==> src/hdl/cbpa_pkg.sv <==
// Package for the counted block pool allocator.
// Holds field widths, operation and register codes, and the control/status structs.
// No dependencies.
package cbpa_pkg;

  localparam int MAX_BLOCKS_DEF = 256;
  localparam int BMP_W          = 32;
  localparam int ADDR_W         = 32;
  localparam int SIZE_W         = 16;
  localparam int COUNT_W        = 9;
  localparam int START_W        = 16;
  localparam int IDXO_W         = 8;
  localparam int KIND_W         = 2;
  localparam int REG_W          = 2;

  localparam logic [KIND_W-1:0] KIND_ALLOC = 2'd0;
  localparam logic [KIND_W-1:0] KIND_FREE  = 2'd1;
  localparam logic [KIND_W-1:0] KIND_NEXT  = 2'd2;

  localparam logic [REG_W-1:0] REG_BASE  = 2'd0;
  localparam logic [REG_W-1:0] REG_SIZE  = 2'd1;
  localparam logic [REG_W-1:0] REG_COUNT = 2'd2;

  localparam logic [COUNT_W-1:0] USED_MAX   = 9'd511;
  localparam logic [COUNT_W-1:0] COUNT_RST  = 9'd256;
  localparam logic [SIZE_W-1:0]  SIZE_RST   = 16'd1;

  typedef struct packed {
    logic load_in;
    logic scan_init;
    logic rd_row;
    logic scan_adv;
    logic scan_hit;
    logic scan_fail;
    logic div_start;
    logic free_sel;
    logic free_hit;
    logic mul;
    logic add;
    logic out_load;
  } cmd_t;

  typedef struct packed {
    logic [KIND_W-1:0] kind;
    logic              pool_empty;
    logic              below_base;
    logic              row_hit;
    logic              scan_last;
    logic              div_done;
    logic              q_in_range;
    logic              bit_set;
  } sts_t;

endpackage

==> src/hdl/counted_block_pool_allocator_top.sv <==
// Top level of the counted block pool allocator: controller, datapath, config port.
// Depends on cbpa_pkg, cbpa_ctrl and cbpa_dp.
//
//   channel  direction  handshake              payload
//   cfg      in         cfg_valid / cfg_ready  cfg_index, cfg_data
//   in       in         in_valid / in_stall    in_kind, in_address, in_start_index
//   out      out        out_valid / out_stall  out_block_address, out_block_index,
//                                              out_found, out_allocated_count
//
// Allocate and get-next read one 32-bit bitmap row per scan step (S_SRD, S_SCHK),
// visiting at most MAX_BLOCKS/32 + 1 rows.
// Free waits on the one-bit-per-cycle divider (32 steps).
// Reset clears the per-row valid bits at once; no clearing pass is needed.
// A finished transaction waits in the output register while the next one is taken;
// a stalled result holds the controller only when the next result is ready.
module counted_block_pool_allocator_top #(
  parameter int MAX_BLOCKS = cbpa_pkg::MAX_BLOCKS_DEF
) (
  input  logic                           clk,
  input  logic                           rst_n,
  input  logic                           cfg_valid,
  output logic                           cfg_ready,
  input  logic [cbpa_pkg::REG_W-1:0]     cfg_index,
  input  logic [cbpa_pkg::ADDR_W-1:0]    cfg_data,
  input  logic                           in_valid,
  output logic                           in_stall,
  input  logic [cbpa_pkg::KIND_W-1:0]    in_kind,
  input  logic [cbpa_pkg::ADDR_W-1:0]    in_address,
  input  logic [cbpa_pkg::START_W-1:0]   in_start_index,
  output logic                           out_valid,
  input  logic                           out_stall,
  output logic [cbpa_pkg::ADDR_W-1:0]    out_block_address,
  output logic [cbpa_pkg::IDXO_W-1:0]    out_block_index,
  output logic                           out_found,
  output logic [cbpa_pkg::COUNT_W-1:0]   out_allocated_count
);

  cbpa_pkg::cmd_t ctl_cmd;
  cbpa_pkg::sts_t dp_sts;

  assign cfg_ready = 1'b1;

  cbpa_ctrl u_ctrl (
    .clk       (clk),
    .rst_n     (rst_n),
    .in_valid  (in_valid),
    .in_stall  (in_stall),
    .out_valid (out_valid),
    .out_stall (out_stall),
    .sts       (dp_sts),
    .cmd       (ctl_cmd)
  );

  cbpa_dp #(
    .MAX_BLOCKS (MAX_BLOCKS)
  ) u_dp (
    .clk                 (clk),
    .rst_n               (rst_n),
    .cfg_we              (cfg_valid && cfg_ready),
    .cfg_index           (cfg_index),
    .cfg_data            (cfg_data),
    .in_kind             (in_kind),
    .in_address          (in_address),
    .in_start_index      (in_start_index),
    .cmd                 (ctl_cmd),
    .sts                 (dp_sts),
    .out_block_address   (out_block_address),
    .out_block_index     (out_block_index),
    .out_found           (out_found),
    .out_allocated_count (out_allocated_count)
  );

`ifndef NO_ASSERTIONS
  a_one_in_flight: assert property (@(posedge clk) disable iff (!rst_n)
    (in_valid && !in_stall) |=> in_stall)
    else $error("second transaction taken while one is in progress");

  a_none_is_zero: assert property (@(posedge clk) disable iff (!rst_n)
    (out_valid && !out_found) |-> ((out_block_index == '0) && (out_block_address == '0)))
    else $error("result without a block carries a nonzero index or address");

  a_no_overwrite: assert property (@(posedge clk) disable iff (!rst_n)
    ctl_cmd.out_load |-> !(out_valid && out_stall))
    else $error("output register loaded over a waiting result");
`endif

endmodule

==> src/hdl/cbpa_ram.sv <==
// Generic single-port-write, single-port-read RAM with registered read data.
// No dependencies.
module cbpa_ram #(
  parameter int DATA_W = 32,
  parameter int DEPTH  = 8
) (
  input  logic                                   clk,
  input  logic                                   we,
  input  logic [((DEPTH > 1) ? $clog2(DEPTH) : 1)-1:0] waddr,
  input  logic [DATA_W-1:0]                      wdata,
  input  logic                                   re,
  input  logic [((DEPTH > 1) ? $clog2(DEPTH) : 1)-1:0] raddr,
  output logic [DATA_W-1:0]                      rdata
);

  logic [DATA_W-1:0] mem [DEPTH];
  logic [DATA_W-1:0] rdata_r;

  always_ff @(posedge clk) begin
    if (we) begin
      mem[waddr] <= wdata;
    end
    if (re) begin
      rdata_r <= mem[raddr];
    end
  end

  assign rdata = rdata_r;

endmodule

==> src/hdl/cbpa_div.sv <==
// Restoring divider, one quotient bit per cycle, for address-to-index decoding.
// Depends on cbpa_pkg.
module cbpa_div (
  input  logic                          clk,
  input  logic                          rst_n,
  input  logic                          start,
  input  logic [cbpa_pkg::ADDR_W-1:0]   dividend,
  input  logic [cbpa_pkg::SIZE_W-1:0]   divisor,
  output logic                          done,
  output logic [cbpa_pkg::ADDR_W-1:0]   quotient
);

  localparam int A_W = cbpa_pkg::ADDR_W;
  localparam int S_W = cbpa_pkg::SIZE_W;
  localparam int C_W = $clog2(A_W);

  logic           busy_r;
  logic           done_r;
  logic [C_W-1:0] cnt_r;
  logic [S_W-1:0] rem_r;
  logic [A_W-1:0] quo_r;
  logic [S_W-1:0] dvs_r;

  logic [S_W:0]   sh_w;
  logic           qbit_w;
  logic [S_W-1:0] rem_nxt;

  always_comb begin
    sh_w = {rem_r, quo_r[A_W-1]};
    qbit_w = (sh_w >= {1'b0, dvs_r});
    if (qbit_w) begin
      rem_nxt = S_W'(sh_w - {1'b0, dvs_r});
    end else begin
      rem_nxt = S_W'(sh_w);
    end
  end

  always_ff @(posedge clk) begin
    if (!rst_n) begin
      busy_r <= 1'b0;
      done_r <= 1'b0;
    end else begin
      done_r <= 1'b0;
      if (start) begin
        busy_r <= 1'b1;
      end else if (busy_r && (cnt_r == C_W'(A_W - 1))) begin
        busy_r <= 1'b0;
        done_r <= 1'b1;
      end
    end
  end

  always_ff @(posedge clk) begin
    if (start) begin
      cnt_r <= '0;
      rem_r <= '0;
      quo_r <= dividend;
      dvs_r <= divisor;
    end else if (busy_r) begin
      cnt_r <= cnt_r + 1'b1;
      rem_r <= rem_nxt;
      quo_r <= {quo_r[A_W-2:0], qbit_w};
    end
  end

  assign done     = done_r;
  assign quotient = quo_r;

endmodule

==> src/hdl/cbpa_dp.sv <==
// Datapath: configuration registers, occupancy bitmap rows, word scan, cursor,
// block count, address arithmetic and result register. Depends on cbpa_pkg,
// cbpa_ram and cbpa_div.
module cbpa_dp #(
  parameter int MAX_BLOCKS = cbpa_pkg::MAX_BLOCKS_DEF
) (
  input  logic                           clk,
  input  logic                           rst_n,
  input  logic                           cfg_we,
  input  logic [cbpa_pkg::REG_W-1:0]     cfg_index,
  input  logic [cbpa_pkg::ADDR_W-1:0]    cfg_data,
  input  logic [cbpa_pkg::KIND_W-1:0]    in_kind,
  input  logic [cbpa_pkg::ADDR_W-1:0]    in_address,
  input  logic [cbpa_pkg::START_W-1:0]   in_start_index,
  input  cbpa_pkg::cmd_t                 cmd,
  output cbpa_pkg::sts_t                 sts,
  output logic [cbpa_pkg::ADDR_W-1:0]    out_block_address,
  output logic [cbpa_pkg::IDXO_W-1:0]    out_block_index,
  output logic                           out_found,
  output logic [cbpa_pkg::COUNT_W-1:0]   out_allocated_count
);

  localparam int A_W   = cbpa_pkg::ADDR_W;
  localparam int S_W   = cbpa_pkg::SIZE_W;
  localparam int CNT_W = cbpa_pkg::COUNT_W;
  localparam int ST_W  = cbpa_pkg::START_W;
  localparam int IO_W  = cbpa_pkg::IDXO_W;
  localparam int W     = cbpa_pkg::BMP_W;
  localparam int BW    = $clog2(W);
  localparam int ROWS  = (MAX_BLOCKS + W - 1) / W;
  localparam int RA_W  = (ROWS > 1) ? $clog2(ROWS) : 1;
  localparam int DEPTH = 1 << RA_W;
  localparam int GW    = RA_W + BW;
  localparam int NW    = $clog2(MAX_BLOCKS + 1);
  localparam int CW    = (NW > CNT_W) ? NW : CNT_W;
  localparam int KW0   = (GW > ST_W) ? GW : ST_W;
  localparam int KW    = (KW0 > CW) ? KW0 : CW;
  localparam int PW    = GW + S_W;

  logic [cbpa_pkg::KIND_W-1:0] kind_r;
  logic [A_W-1:0]   addr_r;
  logic [ST_W-1:0]  start_r;
  logic [A_W-1:0]   base_r;
  logic [S_W-1:0]   bsize_r;
  logic [CNT_W-1:0] bcount_r;
  logic [GW-1:0]    cursor_r;
  logic [CNT_W-1:0] used_r;
  logic [DEPTH-1:0] row_vld_r;
  logic             rvq_r;
  logic [GW-1:0]    s_r;
  logic [RA_W-1:0]  row_r;
  logic             pass_r;
  logic [GW-1:0]    hit_idx_r;
  logic             res_found_r;
  logic [IO_W-1:0]  res_idx_r;
  logic [A_W-1:0]   res_addr_r;
  logic [A_W-1:0]   prod_r;
  logic [A_W-1:0]   oaddr_r;
  logic [IO_W-1:0]  oidx_r;
  logic             ofound_r;
  logic [CNT_W-1:0] ocount_r;

  logic [NW-1:0]    n_w;
  logic [S_W-1:0]   size_w;
  logic [GW-1:0]    nm1_w;
  logic [RA_W-1:0]  last_row_w;
  logic [W-1:0]     ram_q;
  logic [W-1:0]     word_w;
  logic             tgt_w;
  logic [W-1:0]     cand_w;
  logic             hit_any_w;
  logic [BW-1:0]    hit_j_w;
  logic [GW-1:0]    g_hit_w;
  logic [GW-1:0]    s_sel_w;
  logic             is_alloc_w;
  logic             ram_we_w;
  logic [W-1:0]     ram_wd_w;
  logic [A_W-1:0]   div_q;
  logic             div_done;
  logic [GW-1:0]    q_idx_w;
  logic [PW-1:0]    prod_w;

  always_comb begin
    if (CW'(bcount_r) > CW'(MAX_BLOCKS)) begin
      n_w = NW'(MAX_BLOCKS);
    end else begin
      n_w = NW'(bcount_r);
    end
  end

  assign size_w     = (bsize_r == '0) ? S_W'(1) : bsize_r;
  assign nm1_w      = GW'(n_w - 1'b1);
  assign last_row_w = nm1_w[GW-1:BW];
  assign is_alloc_w = (kind_r == cbpa_pkg::KIND_ALLOC);
  assign tgt_w      = (kind_r == cbpa_pkg::KIND_NEXT);
  assign word_w     = rvq_r ? ram_q : '0;
  assign q_idx_w    = GW'(div_q);
  assign prod_w     = PW'(hit_idx_r) * PW'(bsize_r);

  always_comb begin
    if (is_alloc_w) begin
      s_sel_w = (KW'(cursor_r) < KW'(n_w)) ? cursor_r : '0;
    end else begin
      s_sel_w = (KW'(start_r) < KW'(n_w)) ? GW'(start_r) : '0;
    end
  end

  always_comb begin : cand_blk
    logic [GW-1:0] g;
    logic          in_rng;
    for (int j = 0; j < W; j++) begin
      g = {row_r, BW'(j)};
      in_rng = pass_r ? (g < s_r) : (g >= s_r);
      cand_w[j] = (KW'(g) < KW'(n_w)) && in_rng && (word_w[j] == tgt_w);
    end
  end

  always_comb begin
    hit_any_w = 1'b0;
    hit_j_w   = '0;
    for (int j = W - 1; j >= 0; j--) begin
      if (cand_w[j]) begin
        hit_any_w = 1'b1;
        hit_j_w   = BW'(j);
      end
    end
  end

  assign g_hit_w = {row_r, hit_j_w};

  always_comb begin
    ram_we_w = 1'b0;
    ram_wd_w = word_w;
    if (cmd.scan_hit && is_alloc_w) begin
      ram_we_w = 1'b1;
      ram_wd_w = word_w | (W'(1) << hit_j_w);
    end else if (cmd.free_hit) begin
      ram_we_w = 1'b1;
      ram_wd_w = word_w & ~(W'(1) << hit_idx_r[BW-1:0]);
    end
  end

  cbpa_ram #(
    .DATA_W (W),
    .DEPTH  (DEPTH)
  ) u_bmp (
    .clk   (clk),
    .we    (ram_we_w),
    .waddr (row_r),
    .wdata (ram_wd_w),
    .re    (cmd.rd_row),
    .raddr (row_r),
    .rdata (ram_q)
  );

  cbpa_div u_div (
    .clk      (clk),
    .rst_n    (rst_n),
    .start    (cmd.div_start),
    .dividend (addr_r - base_r),
    .divisor  (size_w),
    .done     (div_done),
    .quotient (div_q)
  );

  always_ff @(posedge clk) begin
    if (!rst_n) begin
      base_r    <= '0;
      bsize_r   <= cbpa_pkg::SIZE_RST;
      bcount_r  <= cbpa_pkg::COUNT_RST;
      cursor_r  <= '0;
      used_r    <= '0;
      row_vld_r <= '0;
    end else begin
      if (cfg_we) begin
        unique case (cfg_index)
          cbpa_pkg::REG_BASE: begin
            base_r <= cfg_data;
          end
          cbpa_pkg::REG_SIZE: begin
            bsize_r <= cfg_data[S_W-1:0];
          end
          cbpa_pkg::REG_COUNT: begin
            bcount_r <= cfg_data[CNT_W-1:0];
          end
          default: begin
          end
        endcase
      end
      if (cmd.scan_hit && is_alloc_w) begin
        cursor_r         <= g_hit_w;
        row_vld_r[row_r] <= 1'b1;
        if (used_r != cbpa_pkg::USED_MAX) begin
          used_r <= used_r + 1'b1;
        end
      end
      if (cmd.scan_fail && is_alloc_w) begin
        cursor_r <= '0;
      end
      if (cmd.free_hit && (used_r != '0)) begin
        used_r <= used_r - 1'b1;
      end
    end
  end

  always_ff @(posedge clk) begin
    if (cmd.load_in) begin
      kind_r      <= in_kind;
      addr_r      <= in_address;
      start_r     <= in_start_index;
      res_found_r <= 1'b0;
      res_idx_r   <= '0;
      res_addr_r  <= '0;
    end
    if (cmd.scan_init) begin
      s_r    <= s_sel_w;
      row_r  <= s_sel_w[GW-1:BW];
      pass_r <= 1'b0;
    end
    if (cmd.scan_adv) begin
      if (!pass_r && (row_r == last_row_w)) begin
        pass_r <= 1'b1;
        row_r  <= '0;
      end else begin
        row_r <= row_r + 1'b1;
      end
    end
    if (cmd.rd_row) begin
      rvq_r <= row_vld_r[row_r];
    end
    if (cmd.scan_hit) begin
      hit_idx_r   <= g_hit_w;
      res_found_r <= 1'b1;
      res_idx_r   <= IO_W'(g_hit_w);
    end
    if (cmd.free_sel) begin
      hit_idx_r <= q_idx_w;
      row_r     <= q_idx_w[GW-1:BW];
    end
    if (cmd.free_hit) begin
      res_found_r <= 1'b1;
      res_idx_r   <= IO_W'(hit_idx_r);
    end
    if (cmd.mul) begin
      prod_r <= A_W'(prod_w);
    end
    if (cmd.add) begin
      res_addr_r <= base_r + prod_r;
    end
    if (cmd.out_load) begin
      oaddr_r  <= res_addr_r;
      oidx_r   <= res_idx_r;
      ofound_r <= res_found_r;
      ocount_r <= used_r;
    end
  end

  always_comb begin
    sts.kind       = kind_r;
    sts.pool_empty = (n_w == '0);
    sts.below_base = (addr_r < base_r);
    sts.row_hit    = hit_any_w;
    sts.scan_last  = pass_r ? (row_r == s_r[GW-1:BW])
                            : ((row_r == last_row_w) && (s_r == '0));
    sts.div_done   = div_done;
    sts.q_in_range = (div_q < A_W'(n_w));
    sts.bit_set    = word_w[hit_idx_r[BW-1:0]];
  end

  assign out_block_address   = oaddr_r;
  assign out_block_index     = oidx_r;
  assign out_found           = ofound_r;
  assign out_allocated_count = ocount_r;

endmodule

==> src/hdl/cbpa_ctrl.sv <==
// Controller state machine: sequences decode, bitmap scan, divide, update and result.
// Depends on cbpa_pkg.
module cbpa_ctrl (
  input  logic           clk,
  input  logic           rst_n,
  input  logic           in_valid,
  output logic           in_stall,
  output logic           out_valid,
  input  logic           out_stall,
  input  cbpa_pkg::sts_t sts,
  output cbpa_pkg::cmd_t cmd
);

  typedef enum logic [3:0] {
    S_IDLE,
    S_DEC,
    S_SRD,
    S_SCHK,
    S_DIV,
    S_FRD,
    S_FCHK,
    S_MUL,
    S_ADD,
    S_FIN
  } state_t;

  state_t state_r;
  state_t state_nxt;
  logic   out_valid_r;

  always_comb begin
    state_nxt = state_r;
    cmd       = '0;
    unique case (state_r)
      S_IDLE: begin
        if (in_valid) begin
          cmd.load_in = 1'b1;
          state_nxt   = S_DEC;
        end
      end
      S_DEC: begin
        priority if ((sts.kind == cbpa_pkg::KIND_ALLOC) ||
                     (sts.kind == cbpa_pkg::KIND_NEXT)) begin
          if (sts.pool_empty) begin
            cmd.scan_fail = 1'b1;
            state_nxt     = S_FIN;
          end else begin
            cmd.scan_init = 1'b1;
            state_nxt     = S_SRD;
          end
        end else if (sts.kind == cbpa_pkg::KIND_FREE) begin
          if (sts.below_base) begin
            state_nxt = S_FIN;
          end else begin
            cmd.div_start = 1'b1;
            state_nxt     = S_DIV;
          end
        end else begin
          state_nxt = S_FIN;
        end
      end
      S_SRD: begin
        cmd.rd_row = 1'b1;
        state_nxt  = S_SCHK;
      end
      S_SCHK: begin
        priority if (sts.row_hit) begin
          cmd.scan_hit = 1'b1;
          state_nxt    = S_MUL;
        end else if (sts.scan_last) begin
          cmd.scan_fail = 1'b1;
          state_nxt     = S_FIN;
        end else begin
          cmd.scan_adv = 1'b1;
          state_nxt    = S_SRD;
        end
      end
      S_DIV: begin
        if (sts.div_done) begin
          if (sts.q_in_range) begin
            cmd.free_sel = 1'b1;
            state_nxt    = S_FRD;
          end else begin
            state_nxt = S_FIN;
          end
        end
      end
      S_FRD: begin
        cmd.rd_row = 1'b1;
        state_nxt  = S_FCHK;
      end
      S_FCHK: begin
        cmd.free_hit = sts.bit_set;
        state_nxt    = S_FIN;
      end
      S_MUL: begin
        cmd.mul   = 1'b1;
        state_nxt = S_ADD;
      end
      S_ADD: begin
        cmd.add   = 1'b1;
        state_nxt = S_FIN;
      end
      S_FIN: begin
        if (!out_valid_r || !out_stall) begin
          cmd.out_load = 1'b1;
          state_nxt    = S_IDLE;
        end
      end
    endcase
  end

  always_ff @(posedge clk) begin
    if (!rst_n) begin
      state_r     <= S_IDLE;
      out_valid_r <= 1'b0;
    end else begin
      state_r <= state_nxt;
      if (cmd.out_load) begin
        out_valid_r <= 1'b1;
      end else if (!out_stall) begin
        out_valid_r <= 1'b0;
      end
    end
  end

  assign in_stall  = (state_r != S_IDLE);
  assign out_valid = out_valid_r;

endmodule
==> config.mk <==
export PLATFORM = sky130hd
export DESIGN_NAME = counted_block_pool_allocator_top
export DESIGN_NICKNAME = d
export VERILOG_FILES = /design/src/hdl/cbpa_pkg.sv /design/src/hdl/counted_block_pool_allocator_top.sv /design/src/hdl/cbpa_ram.sv /design/src/hdl/cbpa_div.sv /design/src/hdl/cbpa_dp.sv /design/src/hdl/cbpa_ctrl.sv
export SDC_FILE = /design/constraint.sdc
export NUM_CORES = 1
export LEC_CHECK = 0
export BUFFER_PORTS_ARGS = -buffer_cell sky130_fd_sc_hd__buf_4
export CORE_UTILIZATION = 58
export CTS_BUF_LIST = sky130_fd_sc_hd__clkbuf_4 sky130_fd_sc_hd__clkbuf_8
export CTS_CLUSTER_DIAMETER = 200
export DETAILED_ROUTE_END_ITERATION = 8
export GPL_TIMING_DRIVEN = 0
export PLACE_DENSITY_LB_ADDON = 0.08
export SETUP_SLACK_MARGIN = 0.05
export SLEW_MARGIN = 0
export SYNTH_ARGS = -nofsm -noshare
export SYNTH_HDL_FRONTEND = slang
export SYNTH_SLANG_ARGS = --single-unit
==> constraint.sdc <==
create_clock -name clk -period 5.5 [get_ports clk]
set_input_delay 0.275 -clock clk [delete_from_list [all_inputs] [get_ports clk]]
set_output_delay 0.275 -clock clk [all_outputs]
set_load 0.05 [all_outputs]
Word level (Yosys, flattened, before mapping):

Memories as Yosys holds them, arrays and structs flattened. A register that Yosys moved wholly into a read port is not among the register bits.
Cells that the tools add are included.

* reductions and logical operators: 102
* $add $sub $neg: 8
* $mul: 1
* bitwise operators: 5
* divide/modulo/power cells: 0
* muxes and demuxes: 177
* shift operators: 2
* equality and inequality tests: 53
* order comparisons: 105

Operators with widths (number)
* $lt A8 B9 Y1: 33
* $ge A8 B8 Y1: 32
* $lt A8 B8 Y1: 32
* $mux W32: 7
* $mux W5: 32
* $mux W1: 105
* $logic_and A1 B1 Y1: 71
* $mux W8: 8
* $shl A1 B5 Y32 const A: 2
* $mux W4: 10
* $mux W9: 4
* $pmux W4 S9: 1
* $add A32 B24 Y32: 1
* $and A32 B32 Y32: 1
* $eq A1 B1 Y1: 32
* $lt A32 B32 Y1: 1
* $lt A32 B9 Y1: 1
* $not A32 Y32: 1
* $or A32 B32 Y32: 1
* $sub A32 B32 Y32: 1
* $mul A8 B16 Y24: 1
* $ge A17 B16 Y1: 1
* $eq A4 B3 Y1 const B: 4
* $logic_not A16 Y1: 1
* 43 further kinds: 70

* bits in writable memories: 256
* bits in read-only memories: 0
* memories kept: 1
* bits in latches: 0
* flip-flop bits (word level): 344

Memory list
* u_dp.u_bmp.mem: words 8, bits a word 32, read ports 1, clocked after memory_dff 1, wr ports 1, line cbpa_ram.sv:16 `logic [DATA_W-1:0] mem [DEPTH];`

Logic depth before layout (Yosys ltp):

* depth in word-level cells: 43
* depth in mapped cells: 25
* mapped depth without buffers: 21

Modules after synthesis:

A second synthesis with hierarchy kept.

* cell total of the unflattened synthesis: 3050
* area total of the unflattened synthesis: 35836.9 µm²

Modules (own cells, without submodules)
* cbpa_dp: cells each 2223, times used 1, area each 20676.1 µm², sequential area each 7206.9 µm²
* cbpa_ram: cells each 415, times used 1, area each 10786.6 µm², sequential area each 8648.3 µm²
* cbpa_div: cells each 340, times used 1, area each 3862.5 µm², sequential area each 1901.8 µm²
* cbpa_ctrl: cells each 70, times used 1, area each 500.5 µm², sequential area each 100.1 µm²
* counted_block_pool_allocator_top: cells each 2, times used 1, area each 11.3 µm², sequential area each 0.0 µm²

Worst setup path before layout:

OpenSTA, ideal clock, no wires.

* path kind: reg-to-reg
* start: register u_dp.bcount_r[8]
* end: memory u_dp.u_bmp.mem[5][0] (enable)
* cell stages (with the launch flop): 19
* required time: 5039 ps
* clock period less this slack: 5784 ps
* setup slack: -284 ps
* buffers on the path: 5
* arrival time: 5323 ps
* cell sequence: dfxtp_1 > buf_2 > buf_6 > inv_2 > nand2_1 > ha_1 > nand4b_1 > buf_2 > buf_2 > nor4_1 > a2111oi_2 > o21bai_1 > a21oi_1 > nor3_2 > and3_1 > buf_4 > inv_2 > a21oi_2 > nor3_1

* word-level cells in the longest chain between the ends: 43
* elaborated cells on any way between the ends: 136
* classes of those cells: order compare: 33; mux: 38; reduce/logical: 65

Ends and longest elaborated chain
* start: declaration: line cbpa_dp.sv:45 `logic [CNT_W-1:0] bcount_r;`
* start signal: assignment: line cbpa_dp.sv:170 `bcount_r <= cbpa_pkg::COUNT_RST;`
* start signal: assignment: line cbpa_dp.sv:184 `bcount_r <= cfg_data[CNT_W-1:0];`
* $gt A9 B9 Y1: line cbpa_dp.sv:84 `if (CW'(bcount_r) > CW'(MAX_BLOCKS)) begin`
* $mux W9 *: line cbpa_dp.sv:84
* $lt A8 B9 Y1: line cbpa_dp.sv:114 `cand_w[j] = (KW'(g) < KW'(n_w)) && in_rng && (word_w[j] == tgt_w);`
* $logic_and A1 B1 Y1 (2 in series): line cbpa_dp.sv:114
* $mux W1 (31 in series): line cbpa_dp.sv:122 `if (cand_w[j]) begin`
* $mux W1 *: line cbpa_dp.sv:122
* $mux W1 *: line cbpa_ctrl.sv:67 `priority if (sts.row_hit) begin`
* $mux W2 *: line cbpa_ctrl.sv:34 `unique case (state_r)`
* $logic_and A1 B1 Y1 *: line cbpa_dp.sv:134 `if (cmd.scan_hit && is_alloc_w) begin`
* $mux W1 *: line cbpa_dp.sv:134
* $mux W1 *: line cbpa_ram.sv:20 `if (we) begin`
* $mux W1 (implied by the code) *: line cbpa_ram.sv:21 `mem[waddr] <= wdata;`
* end: declaration: line cbpa_ram.sv:16

Mark *: on every way between the ends. The rest lies on a longest branch, timed or not.

Worst setup path after layout:

* start: register u_dp.bcount_r[8]
* end: memory u_dp.u_bmp.mem[6][31] (data pin)

* word-level cells in the longest chain between the ends: 41
* elaborated cells on any way between the ends: 168
* classes of those cells: order compare: 33; shift: 1; mux: 68; bitwise: 1; reduce/logical: 65

Ends and longest elaborated chain
* $gt A9 B9 Y1: line cbpa_dp.sv:84
* $mux W9 *: line cbpa_dp.sv:84
* $lt A8 B9 Y1: line cbpa_dp.sv:114
* $logic_and A1 B1 Y1 (2 in series): line cbpa_dp.sv:114
* $mux W1 (32 in series): line cbpa_dp.sv:122
* $mux W1: line cbpa_ctrl.sv:67
* $mux W2: line cbpa_ctrl.sv:34
* $logic_and A1 B1 Y1: line cbpa_dp.sv:134
* $mux W32 *: line cbpa_dp.sv:134
* named net u_dp.ram_wd_w[31]: line cbpa_dp.sv:77 `logic [W-1:0] ram_wd_w;`

Mark *: on every way through the listed nets, which the timed path passes. The rest lies on a longest branch.

==> qor.yml <==
grt:
  gr-total-overflow: 0
  grt_pass1_wl_um: 164000
  antenna_found_initial: 4
  grt_pass1_vias: 27100
  grt_max_degree: 34
  grt.total_usage_pct: 36.5
logic_synthesis:
  synth_compound_area_share_pct: 14.1
  muxShareOfSynthArea_pct: 2.20
  synthesis.nets: 3425
  postSynth.asyncResetShare_pct: 0
  ys_seq_elements: 632
  synth_edf_count: 520
  synth.area.top_cells: "edfxtp_1, dfxtp_1, ha_1, fa_1, nand2_1"
  synth_xor_xnor_area_share_pct: 3.11
  yosysUniqueCellTypes: 99
  synth_top_area_share_pct: 45.1
  yosysMostFrequentCell: "edfxtp_1"
  synth_top_family_by_area: "compound AO/OA/AOI/OAI gates"
  synth_warnings: 0
  synth_area_per_cell_um2: 11.2
  synth_ff_type: "edfxtp_1"
  synth_top_area_cell: "edfxtp_1"
  syn_area_mm2: 0.0346
  ys_seq_area_share_pct: 51.6
  synthCells: 3091
  yosys.area_share.simple_pct: 13.9
  synth_common_cells: "edfxtp_1, nand2_1, inv_1"
  synth_adder_area_share_pct: 10.8
cells_and_area:
  drive_gt1_share_pct: 16.1
  utilization_pct: 69.5
  multi_input_area_mm2: 0.0159
  fin_cells: 4326
  nNetsFinal: 3796
  seq_area_mm2: 0.0179
  area_growth_pct: 18.5
  fin_area_mm2: 0.0410
  fillers: 4286
place:
  place_area_mm2: 0.0370
  place.gp.congestion: 1.02
  dp_hpwl_um: 80700
  dp.cells: 4016
  post-place-ws_ps: -1220
  portBuffers: 139
timing:
  final.setup.tns_ps: 0
  tightest_slew_ps: 1450
  skew_ps: 49.6
  finalHoldViolations: 0
  final.min_clock_period_ps: 5420
  slew_violations: 0
  fin_crit_sh_pct: 98.6
  fin_hold_ws_ps: 72.7
  rsz0062_at_grt: "yes"
  fmax_mhz: 184
  setup_violations: 0
  slew_headroom_pct: 2.91
  fin_ws_ps: 77.9
drt:
  wl_met2_um: 50400
  drc: 0
  drt-total-wl_um: 111000
  dr.pass1.iters: 8
  antenna_left: 0
  wl_met1_um: 44400
  wl_met3_um: 10900
  wl_per_cell_um: 25.6
  num_vias: 27200
  dr.first_iter.drc_count: 2794
  top_layer: "met5"
  avgViaCountPerCell: 6.30
die:
  boundaryPins: 142
  fp.dieW_um: 246
  rows: 89
  dieHeight_um: 246
  start_util_pct: 58.6
  core_area_mm2: 0.0590
  dieArea_mm2: 0.0606
worst_hold_path:
  worstHoldStart: "cfg_index[1]"
  holdPathEnd: "u_dp.base_r[0]"
  hp-class: "primary input to flip-flop"
  hold_depth: 4
cts:
  clock_path_buffers: 3
  cts_num_sinks: 632
  cts_tree: "done"
  clk_latency_ps: 750
  clockRootBuffer: "clkbuf_8"
  htree_levels: 3
  numCtsBuffers: 102
  path_clk_slew_ps: 60
job:
  maxCapViolCount: 0
power_and_ir_drop:
  peakVddDrop_mv: 0.387
  power.density_mw_per_mm2: 362
  p_clk_share_pct: 29.4
  switching_power_mw: 5.07
  pwr-share-seq_pct: 41.2
  comb_power_share_pct: 29.4
  p_int_mw: 9.77
  p_total_mw: 14.8
  p_leak_nw: 15.7
  switching_share_pct: 34.2
critical_path:
  regToRegSetupSlack_ps: 80
  r2r_start: "u_dp.bcount_r[8]"
  start_kind: "flip-flop"
  end_kind: "flip-flop"
  required_ps: 5930
  crit_fanout: 10
  r2r-end: "u_dp.u_bmp.mem[6][31]"
  worstPathArrival_ps: 5850
  crit_type: "flip-flop to flip-flop"
  reg2reg_depth: 15
outcome:
  status: "complete, no violations"
-- flip-flops by register name, indices dropped and copies added (netlist names), 9 cells and up --
| signal | flops |
|---|---|
| u_dp.addr_r | 32 |
| u_dp.base_r | 32 |
| u_dp.bcount_r | 9 |
| u_dp.bsize_r | 16 |
| u_dp.out_allocated_count | 9 |
| u_dp.out_block_address | 32 |
| u_dp.prod_r | 24 |
| u_dp.res_addr_r | 32 |
| u_dp.start_r | 16 |
| u_dp.u_bmp.mem | 256 |
| u_dp.u_bmp.rdata | 32 |
| u_dp.u_div.dvs_r | 16 |
| u_dp.u_div.quotient | 32 |
| u_dp.u_div.rem_r | 16 |
| u_dp.used_r | 9 |
-- per-layer routing --
metal | vias to the layer above | GRT usage [%]
li1 | 12100 | -
met1 | 13300 | 49.4
met2 | 1513 | 57.2
met3 | 318 | 7.03
met4 | 2 | 16.3
met5 | - | 0
-- power groups by stage --
| stage | clock network (mW) | logic, mW | registers (mW) |
|---|---|---|---|
| 3_3_place_gp | 0 | 3.80 | 6.20 |
| 3_5_place_dp | 0 | 3.93 | 6.20 |
| 5_1_grt | 4.59 | 4.68 | 6.14 |
| 2_1_floorplan | 0 | 2.69 | 6.10 |
| 6_report | 4.36 | 4.36 | 6.12 |
| 4_1_cts | 4.39 | 4.13 | 6.11 |
-- worst max-delay path, stage by stage (launching register included) --
cell and delay [ps]:
dfxtp_1 350, buf_2 190, buf_6 160, inv_2 260
nand2_2 190, ha_1 390, nand4b_1 220, buf_2 260
or4_1 590, a31o_1 240, a211o_1 370, nor3_2 280
nand2b_1 190, a211oi_4 500, nand2_2 350, o22ai_2 570
-- logic make-up after synthesis --
group | count (synthesis)
AO/OA/AOI/OAI | 692
XOR/XNOR | 123
adder cells (fa/ha/maj) | 245
buffers and inverters | 369
flip-flops | 632
multiplexers | 67
other | 1
AND/OR/NAND/NOR | 962
-- layout by cell type, fill, tap and decap left out, types with 94 or more instances in the layout --
cell | synthesis | final
dlygate4sd3_1 | 0 | 94
nor2_1 | 182 | 179
a21oi_1 | 111 | 107
edfxtp_1 | 520 | 520
clkbuf_8 | 0 | 110
ha_1 | 157 | 157
dfxtp_1 | 112 | 112
a22oi_1 | 144 | 144
buf_4 | 7 | 173
clkbuf_1 | 127 | 98
inv_1 | 197 | 196
nand2_1 | 319 | 312
-- how the worst max path moves through the flow --
stage                            from               endpoint  slack [ps]  depth (start not counted)
finish               u_dp.bcount_r[8]  u_dp.u_bmp.mem[6][31]          80                         15
global route         u_dp.bcount_r[8]  u_dp.u_bmp.mem[6][31]         -40                         15
CTS                 u_dp.hit_idx_r[2]        u_dp.prod_r[22]         -30                         20
detailed placement  u_dp.hit_idx_r[0]        u_dp.prod_r[22]       -1220                         22
global placement     u_dp.bcount_r[8]  u_dp.u_bmp.mem[1][18]       -2310                         18
floorplan           u_dp.hit_idx_r[0]        u_dp.prod_r[22]         140                         22
-- area by class of cell --
| cell class | count | area share [%] |
|---|---|---|
| clock inverters | 49 | 1.07 |
| diodes | 4 | 0.0244 |
| well taps | 773 | 2.36 |
| clock buffers | 142 | 4.26 |
| flip-flops and latches | 632 | 43.5 |
| plain buffers | 163 | 1.98 |
| repair buffers | 273 | 6.17 |
| multi-input cells | 2090 | 38.8 |
| inverters | 200 | 1.83 |
-- what timing repair did --
item | CTS | global route
setup buffers | 13 | 14
hold buffers | 94 | 0
hold endpoints to repair | 109 | 0
resized for setup | 93 | 77
pin swaps | 2 | 13
gates cloned | 0 | 0
endpoints found under the setup margin | 550 | 554
Power figures use the tool's default switching activity.
